<file path="config.mk">
export PLATFORM = sky130hd
export DESIGN_NAME = ces_seq_flat
export DESIGN_NICKNAME = d
export VERILOG_FILES = /design/src/rtl/ces_pkg.sv /design/src/rtl/ces_ifs.sv /design/src/rtl/ces_seq.sv /design/src/flat_wrapper.sv
export SDC_FILE = /design/constraint.sdc
export NUM_CORES = 1
export LEC_CHECK = 0
export ABC_AREA = 1
export BUFFER_PORTS_ARGS = -buffer_cell sky130_fd_sc_hd__clkbuf_2
export CORE_MARGIN = 3
export CORE_UTILIZATION = 40
export CTS_CLUSTER_DIAMETER = 80
export DETAILED_ROUTE_END_ITERATION = 8
export GPL_ROUTABILITY_DRIVEN = 0
export PLACE_DENSITY_LB_ADDON = 0.3
export SLEW_MARGIN = 40
export SYNTH_ARGS = -nofsm -noshare
export SYNTH_HDL_FRONTEND = slang
export SYNTH_SLANG_ARGS = --single-unit
</file>
<file path="constraint.sdc">
create_clock -name clk -period 1.8 [get_ports clk]
set_input_delay 0.09 -clock clk [delete_from_list [all_inputs] [get_ports clk]]
set_output_delay 0.09 -clock clk [all_outputs]
set_load 0.02 [all_outputs]
</file>
<file path="src/rtl/ces_pkg.sv">
// ----------------------------------------------------------------------------
// ces_pkg
// shared types, codes and helpers of the channel entitlement sync block
// ----------------------------------------------------------------------------
`default_nettype none

package ces_pkg;

    localparam int IDX_W         = 13;
    localparam int BYTE_W        = 8;
    localparam int CH_W          = 16;
    localparam int KIND_W        = 2;
    localparam int MAP_BYTES_DEF = 8192;

    // byte that holds the highest channel, which is never entitled
    localparam logic [IDX_W-1:0] TOP_IDX = 13'h1FFF;

    // result kinds
    localparam logic [KIND_W-1:0] KIND_DEL = 2'd0;
    localparam logic [KIND_W-1:0] KIND_ADD = 2'd1;
    localparam logic [KIND_W-1:0] KIND_SUM = 2'd2;
    localparam logic [KIND_W-1:0] KIND_QRY = 2'd3;

    // item function codes
    localparam logic FUNC_SYNC  = 1'b0;
    localparam logic FUNC_QUERY = 1'b1;

    typedef struct packed {
        logic              func;
        logic [IDX_W-1:0]  byte_index;
        logic [BYTE_W-1:0] bitmap_byte;
        logic              end_of_sync;
        logic [BYTE_W-1:0] access_flags;
        logic [CH_W-1:0]   query_channel;
    } item_t;

    typedef struct packed {
        logic [KIND_W-1:0] kind;
        logic [CH_W-1:0]   channel;
        logic              entitled;
        logic              list_changed;
        logic              flags_changed;
        logic              last;
    } result_t;

    // write port of the map memory
    typedef struct packed {
        logic              we;
        logic [IDX_W-1:0]  addr;
        logic [BYTE_W-1:0] data;
    } map_wr_t;

    // channel 0 and the top channel can never be set
    function automatic logic [BYTE_W-1:0] legal_bits(
        input logic [IDX_W-1:0]  idx,
        input logic [BYTE_W-1:0] b
    );
        logic [BYTE_W-1:0] r;
        r = b;
        if (idx == '0)
        begin
            r[0] = 1'b0;
        end
        if (idx == TOP_IDX)
        begin
            r[BYTE_W-1] = 1'b0;
        end
        return r;
    endfunction

endpackage

`default_nettype wire

</file>
<file path="src/rtl/ces_ifs.sv">
// ----------------------------------------------------------------------------
// ces_ifs
// valid/ready channels for input items and result items
// ----------------------------------------------------------------------------
`default_nettype none

interface ces_item_if;
    logic           valid;
    logic           ready;
    ces_pkg::item_t data;

    modport source (output valid, output data, input ready);
    modport sink (input valid, input data, output ready);
endinterface

interface ces_result_if;
    logic             valid;
    logic             ready;
    ces_pkg::result_t data;

    modport source (output valid, output data, input ready);
    modport sink (input valid, input data, output ready);
endinterface

`default_nettype wire

</file>
<file path="src/rtl/ces_seq.sv">
// ----------------------------------------------------------------------------
// ces_seq
// sequencer: clearing sweep, read-modify-write of map bytes, event emission
// ----------------------------------------------------------------------------
`default_nettype none

module ces_seq #(
    parameter int MAP_BYTES = ces_pkg::MAP_BYTES_DEF,
    parameter int AW        = $clog2(MAP_BYTES)
) (
    input  wire logic                       clk,
    input  wire logic                       rst_n,
    ces_item_if.sink                        item_ch,
    ces_result_if.source                    result_ch,
    output ces_pkg::map_wr_t                map_wr,
    output logic [AW-1:0]                   map_raddr,
    input  wire logic [ces_pkg::BYTE_W-1:0] map_rdata
);

    localparam int LIM_W = ces_pkg::IDX_W + 1;
    localparam logic [LIM_W-1:0] MAP_LIMIT = LIM_W'(MAP_BYTES);
    localparam logic [AW-1:0]    CLR_END   = AW'(MAP_BYTES - 1);

    localparam logic [1:0] ST_CLEAR = 2'd0;
    localparam logic [1:0] ST_IDLE  = 2'd1;
    localparam logic [1:0] ST_READ  = 2'd2;
    localparam logic [1:0] ST_EMIT  = 2'd3;

    // lowest set bit of a byte
    function automatic logic [2:0] low_bit(input logic [ces_pkg::BYTE_W-1:0] b);
        logic [2:0] j;
        j = 3'd0;
        for (int i = ces_pkg::BYTE_W - 1; i >= 0; i--)
        begin
            if (b[i])
            begin
                j = 3'(i);
            end
        end
        return j;
    endfunction

    logic [1:0]                  state_reg, state_next;
    logic [AW-1:0]               clr_cnt_reg, clr_cnt_next;
    ces_pkg::item_t              item_reg, item_next;
    logic [ces_pkg::BYTE_W-1:0]  diff_reg, diff_next;
    logic                        qry_pend_reg, qry_pend_next;
    logic                        sum_pend_reg, sum_pend_next;
    logic                        ent_reg, ent_next;
    logic [ces_pkg::BYTE_W-1:0]  flags_reg, flags_next;
    logic                        pass_changed_reg, pass_changed_next;
    logic                        out_valid_reg, out_valid_next;
    ces_pkg::result_t            out_item_reg, out_item_next;

    logic [ces_pkg::IDX_W-1:0]   sel_idx;
    logic [ces_pkg::IDX_W-1:0]   qry_idx;
    logic                        sync_in_range;
    logic                        qry_in_range;
    logic [ces_pkg::BYTE_W-1:0]  new_byte;
    logic [ces_pkg::BYTE_W-1:0]  old_legal;
    logic [ces_pkg::BYTE_W-1:0]  rd_diff;
    logic [ces_pkg::BYTE_W-1:0]  rem_diff;
    logic [2:0]                  bit_sel;
    logic                        out_free;

    // address of the byte an incoming item touches
    assign sel_idx   = (item_ch.data.func == ces_pkg::FUNC_QUERY)
                       ? item_ch.data.query_channel[ces_pkg::CH_W-1:3]
                       : item_ch.data.byte_index;
    assign map_raddr = sel_idx[AW-1:0];

    assign qry_idx       = item_reg.query_channel[ces_pkg::CH_W-1:3];
    assign sync_in_range = {1'b0, item_reg.byte_index} < MAP_LIMIT;
    assign qry_in_range  = {1'b0, qry_idx} < MAP_LIMIT;
    assign new_byte      = ces_pkg::legal_bits(item_reg.byte_index, item_reg.bitmap_byte);
    assign old_legal     = ces_pkg::legal_bits(qry_idx, map_rdata);
    assign rd_diff       = sync_in_range ? (map_rdata ^ new_byte) : '0;
    assign bit_sel       = low_bit(diff_reg);
    assign rem_diff      = diff_reg & ~(ces_pkg::BYTE_W'(1) << bit_sel);
    assign out_free      = !out_valid_reg || result_ch.ready;

    assign item_ch.ready   = (state_reg == ST_IDLE);
    assign result_ch.valid = out_valid_reg;
    assign result_ch.data  = out_item_reg;

    always_comb
    begin
        state_next        = state_reg;
        clr_cnt_next      = clr_cnt_reg;
        item_next         = item_reg;
        diff_next         = diff_reg;
        qry_pend_next     = qry_pend_reg;
        sum_pend_next     = sum_pend_reg;
        ent_next          = ent_reg;
        flags_next        = flags_reg;
        pass_changed_next = pass_changed_reg;
        out_valid_next    = out_valid_reg && !result_ch.ready;
        out_item_next     = out_item_reg;
        map_wr            = '0;

        unique case (state_reg)
            ST_CLEAR:
            begin
                map_wr.we    = 1'b1;
                map_wr.addr  = ces_pkg::IDX_W'(clr_cnt_reg);
                map_wr.data  = '0;
                clr_cnt_next = clr_cnt_reg + AW'(1);
                if (clr_cnt_reg == CLR_END)
                begin
                    state_next = ST_IDLE;
                end
            end
            ST_IDLE:
            begin
                if (item_ch.valid)
                begin
                    item_next  = item_ch.data;
                    state_next = ST_READ;
                end
            end
            ST_READ:
            begin
                if (item_reg.func == ces_pkg::FUNC_QUERY)
                begin
                    qry_pend_next = 1'b1;
                    sum_pend_next = 1'b0;
                    diff_next     = '0;
                    ent_next      = qry_in_range
                                    && old_legal[item_reg.query_channel[2:0]];
                    state_next    = ST_EMIT;
                end
                else
                begin
                    qry_pend_next = 1'b0;
                    sum_pend_next = item_reg.end_of_sync;
                    diff_next     = rd_diff;
                    map_wr.we     = sync_in_range;
                    map_wr.addr   = item_reg.byte_index;
                    map_wr.data   = new_byte;
                    if (rd_diff != '0)
                    begin
                        pass_changed_next = 1'b1;
                    end
                    if ((rd_diff != '0) || item_reg.end_of_sync)
                    begin
                        state_next = ST_EMIT;
                    end
                    else
                    begin
                        state_next = ST_IDLE;
                    end
                end
            end
            ST_EMIT:
            begin
                if (out_free)
                begin
                    out_valid_next = 1'b1;
                    out_item_next  = '0;
                    if (qry_pend_reg)
                    begin
                        out_item_next.kind     = ces_pkg::KIND_QRY;
                        out_item_next.channel  = item_reg.query_channel;
                        out_item_next.entitled = ent_reg;
                        out_item_next.last     = 1'b1;
                        qry_pend_next          = 1'b0;
                        state_next             = ST_IDLE;
                    end
                    else if (diff_reg != '0)
                    begin
                        out_item_next.kind    = new_byte[bit_sel] ? ces_pkg::KIND_ADD
                                                                  : ces_pkg::KIND_DEL;
                        out_item_next.channel = {item_reg.byte_index, bit_sel};
                        out_item_next.last    = (rem_diff == '0) && !sum_pend_reg;
                        diff_next             = rem_diff;
                        if ((rem_diff == '0) && !sum_pend_reg)
                        begin
                            state_next = ST_IDLE;
                        end
                    end
                    else
                    begin
                        out_item_next.kind          = ces_pkg::KIND_SUM;
                        out_item_next.list_changed  = pass_changed_reg;
                        out_item_next.flags_changed = item_reg.access_flags != flags_reg;
                        out_item_next.last          = 1'b1;
                        flags_next                  = item_reg.access_flags;
                        pass_changed_next           = 1'b0;
                        sum_pend_next               = 1'b0;
                        state_next                  = ST_IDLE;
                    end
                end
            end
            default:
            begin
                state_next = ST_IDLE;
            end
        endcase
    end

    always_ff @(posedge clk or negedge rst_n)
    begin
        if (!rst_n)
        begin
            state_reg        <= ST_CLEAR;
            clr_cnt_reg      <= '0;
            diff_reg         <= '0;
            qry_pend_reg     <= 1'b0;
            sum_pend_reg     <= 1'b0;
            flags_reg        <= '0;
            pass_changed_reg <= 1'b0;
            out_valid_reg    <= 1'b0;
        end
        else
        begin
            state_reg        <= state_next;
            clr_cnt_reg      <= clr_cnt_next;
            diff_reg         <= diff_next;
            qry_pend_reg     <= qry_pend_next;
            sum_pend_reg     <= sum_pend_next;
            flags_reg        <= flags_next;
            pass_changed_reg <= pass_changed_next;
            out_valid_reg    <= out_valid_next;
        end
    end

    // payload registers
    always_ff @(posedge clk)
    begin
        item_reg     <= item_next;
        ent_reg      <= ent_next;
        out_item_reg <= out_item_next;
    end

endmodule

`default_nettype wire
</file>
<file path="src/flat_wrapper.sv">
// flat-port wrapper written by rule: the top's interface ports become plain ports
module ces_seq_flat 
#(
    parameter int MAP_BYTES = ces_pkg::MAP_BYTES_DEF,
    parameter int AW        = $clog2(MAP_BYTES)
)
  (clk, rst_n, map_wr, map_raddr, map_rdata, item_ch_valid, item_ch_data, item_ch_ready, result_ch_valid, result_ch_data, result_ch_ready);
  ces_item_if item_ch_i ();
  ces_result_if result_ch_i ();
  input  wire logic clk;
  input  wire logic rst_n;
  output ces_pkg::map_wr_t map_wr;
  output logic [AW-1:0] map_raddr;
  input  wire logic [ces_pkg::BYTE_W-1:0] map_rdata;
  input wire logic [$bits(item_ch_i.valid)-1:0] item_ch_valid;
  input wire logic [$bits(item_ch_i.data)-1:0] item_ch_data;
  output wire logic [$bits(item_ch_i.ready)-1:0] item_ch_ready;
  output wire logic [$bits(result_ch_i.valid)-1:0] result_ch_valid;
  output wire logic [$bits(result_ch_i.data)-1:0] result_ch_data;
  input wire logic [$bits(result_ch_i.ready)-1:0] result_ch_ready;
  assign item_ch_i.valid = item_ch_valid;
  assign item_ch_i.data = item_ch_data;
  assign item_ch_ready = item_ch_i.ready;
  assign result_ch_valid = result_ch_i.valid;
  assign result_ch_data = result_ch_i.data;
  assign result_ch_i.ready = result_ch_ready;
  ces_seq #(.MAP_BYTES(MAP_BYTES), .AW(AW)) u_core (.clk(clk), .rst_n(rst_n), .item_ch(item_ch_i), .result_ch(result_ch_i), .map_wr(map_wr), .map_raddr(map_raddr), .map_rdata(map_rdata));
endmodule
</file>
==> flow_summary.yaml <==
status:
  status: "finished clean"
finish:
  areaGrowthSynthToFinish_pct: 38.1
  register_area_um2: 2980
  nNetsFinal: 740
  drive_gt1_frac: 0.346
  fillers: 999
  antenna_cells: 0
  largest_register_ffs: 47
  multi_input_area_um2: 1960
  postLayoutCellArea_um2: 7040
setup_path:
  r2r-end: "u_core.result_ch.data[20]"
  critPathArrivalTime_ns: 1.70
  worstPathCellList: "inv_2, ha_2, inv_1, buf_6, o22ai_2, buf_4"
  reg2reg_depth: 9
  critPathLaunchType: "register"
  crit_slowest_cell: "dfrtp_2"
  rrSetupSlack_ns: 0.06
  r2r-start: "u_core.diff_reg[0]"
  path_class: "reg2out"
  slowest_delay_ns: 0.47
  path_max_fanout: 12
  crit_required_ns: 1.71
  end_kind: "output port"
clocking:
  root_buffer: "clkbuf_16"
  numCtsBuffers: 9
  cts.reportedPaths.clkPinSlew_ns: 0.07
  cts_tree: "done"
  cts_buffer_depth: 2
  clk_latency_ns: 0.35
  cts_num_sinks: 105
  htree_num_levels: 3
synth:
  netlist-cell-type-count: 41
  synth_area_leader_cell: "edfxtp_1"
  synth_area_um2: 5100
  yosysSeqAreaShare: 0.584
  yosys.area_share.simple: 0.173
  syn_nets: 548
  yosysMostFrequentCell: "nand2_1"
  synth_warnings: 0
  yosys-top-cells-count: "nand2_1 (88), edfxtp_1 (70), inv_1 (62)"
  synth_ff_type: "edfxtp_1"
  synth_compound_area_frac: 0.0782
  yosys.area_share.xor_xnor: 0.0429
  synth-seq-cells: 105
  netlist_instances: 483
  synth_fa_ha_area_frac: 0.0147
  synth_edf_count: 70
  synthArstFlopShare: 0.333
  synth.area.top_cells: "edfxtp_1 (41%), dfrtp_1 (17%), nand2_1 (6.5%), inv_1 (4.6%), mux2_2 (4.0%)"
  synth_top_family_by_area: "simple AND/OR/NAND/NOR gates"
  yosysTopAreaCellShare: 0.412
  synth.avg_cell_area_um2: 10.6
  synthMuxAreaShare: 0.0464
power:
  vdd_drop_max_uv: 409
  seqPwrFrac: 0.533
  internal_power_mw: 3.81
  p_sw_frac: 0.210
  p_leak_nw: 3.11
  combPwrFrac: 0.060
  p_per_area_nw_per_um2: 684
  power.switching_mw: 1.01
  clkPwrFrac: 0.407
die:
  dieArea_um2: 14100
  core_um2: 12300
  num_io_pins: 118
  rows: 40
  die_w_um: 119
  die_h_um: 119
  start_util: 0.416
global_routing:
  grt_pass1_wl_mm: 21.4
  grt_pass1_vias: 4240
  grt_max_degree: 36
  grt_use_total: 0.191
  grt_antenna_before_repair: 0
  gr-total-overflow: 0
hold_path:
  holdPathStages: 4
  hp-start: "result_ch_ready"
  worst_hold_path.endpoint: "u_core.result_ch.valid"
  hold_path_class: "in2reg"
routing:
  firstDrtPassIters: 5
  wirelength_mm: 13.8
  viasPerCell: 5.00
  vias: 4243
  antenna_left: 0
  wl_per_cell_um: 16.3
  drtIter0Drc: 270
  drc_errors: 0
sta:
  max-slew-margin-rel: 0.681
  tightest_slew_ns: 0.475
  hold_viol: 0
  clock_skew_ns: 0.00752
  slew_violations: 0
  rsz0062_at_grt: "true"
  final-setup-viol-count: 0
  holdWs_ns: 0.106
  finalWorstPathRequiredPeriod_ns: 1.79
  fin_crit_sh: 0.996
  fmax_mhz: 558
flow_run:
  cap_viol_max_count: 0
placed_design:
  hpwl_mm: 9.99
  portBuffers: 117
  placed_area_um2: 6010
per-stage QoR:
| stage | setup TNS [ns] | util | cells | power, mW | setup slack, ns |
|---|---|---|---|---|---|
| after floorplan | -1.86 | - | 483 | 2.70 | -0.0468 |
| after global placement | 0 | 0.490 | 774 | 2.82 | 0.0833 |
| after detailed placement | -0.00288 | 0.490 | 774 | 2.83 | -0.00288 |
| after CTS | 0 | 0.559 | 839 | 4.85 | 0.00249 |
| after global routing | -0.433 | 0.574 | 848 | 4.96 | -0.0503 |
| final | 0 | 0.574 | 848 | 4.82 | 0.00655 |
worst max-delay path: cells and delay by family (launching register included):
family / cells / cell delay [ns]
adders and majority gates: 1 / 0.20
DFF: 1 / 0.47
AOI/OAI and AO/OA: 1 / 0.18
buffers and inverters: 4 / 0.49
layout by cell type, fill, tap and decap left out, drive strengths merged:
cell,instances
o32ai,1
or2,3
a21boi,1
inv,64
clkinvlp,2
nand3,22
bufinv,1
o31ai,1
clkbuf,115
nor4,10
clkinv,6
mux2,21
o21ai,35
buf,37
o22ai,12
a21oi,9
a31oi,3
a221oi,2
nand4,14
nor3,4
xor2,17
edfxtp,70
ha,6
nor2,39
dlygate4sd3,47
xnor2,8
dfrtp,35
nand2,94
o211a,1
kinds of logic after synthesis:
group | count (synthesis)
AND/OR/NAND/NOR | 185
buffers and inverters | 76
flip-flops | 105
multiplexers | 21
adder cells (fa/ha/maj) | 6
AO/OA/AOI/OAI | 65
XOR/XNOR | 25
how the worst max path moves through the flow:
| stage | from | end | depth (start not counted) | slack, ns |
|---|---|---|---|---|
| final | u_core.state_reg[1] | map_wr[19] | 6 | 0.007 |
| after global routing | u_core.state_reg[1] | map_wr[13] | 6 | -0.05 |
| after CTS | u_core.state_reg[1] | map_wr[13] | 6 | 0.002 |
| after detailed placement | u_core.clr_cnt_reg[0] | u_core.state_reg[0] | 8 | -0.003 |
| after global placement | u_core.clr_cnt_reg[0] | u_core.state_reg[1] | 8 | 0.08 |
| after floorplan | u_core.state_reg[0] | u_core.flags_reg[1] | 6 | -0.05 |
routing by layer:
metal	wire length (µm)	vias up	global-route usage
met5	0	-	0
met4	340	0	0.0789
met3	660	22	0.0266
met2	6910	141	0.327
met1	5880	2041	0.242
li1	-	2039	-
power groups by stage:
| stage | combinational [mW] | clock [mW] | sequential (mW) |
|---|---|---|---|
| 2_1_floorplan | 0.0817 | 0 | 2.62 |
| 3_3_place_gp | 0.200 | 0 | 2.62 |
| 3_5_place_dp | 0.206 | 0 | 2.62 |
| 4_1_cts | 0.285 | 1.99 | 2.57 |
| 5_1_grt | 0.314 | 2.08 | 2.57 |
| 6_report | 0.288 | 1.96 | 2.57 |
layout make-up:
type | count | area share
Tap cell | 168 | 0.0298
Timing Repair Buffer | 190 | 0.190
Sequential cell | 105 | 0.423
Inverter | 66 | 0.0362
Clock buffer | 9 | 0.0320
Clock inverter | 7 | 0.00995
Multi-Input combinational cell | 303 | 0.278
what timing repair did:
action,in CTS,in global routing
setup buffers,2,8
setup endpoints to repair,23,53
hold buffers,47,0
gates resized for setup,17,46
pin swaps,0,3
gates cloned,0,1
endpoints found under the hold margin,81,0
No activity file was read; power rests on OpenSTA's default activity.
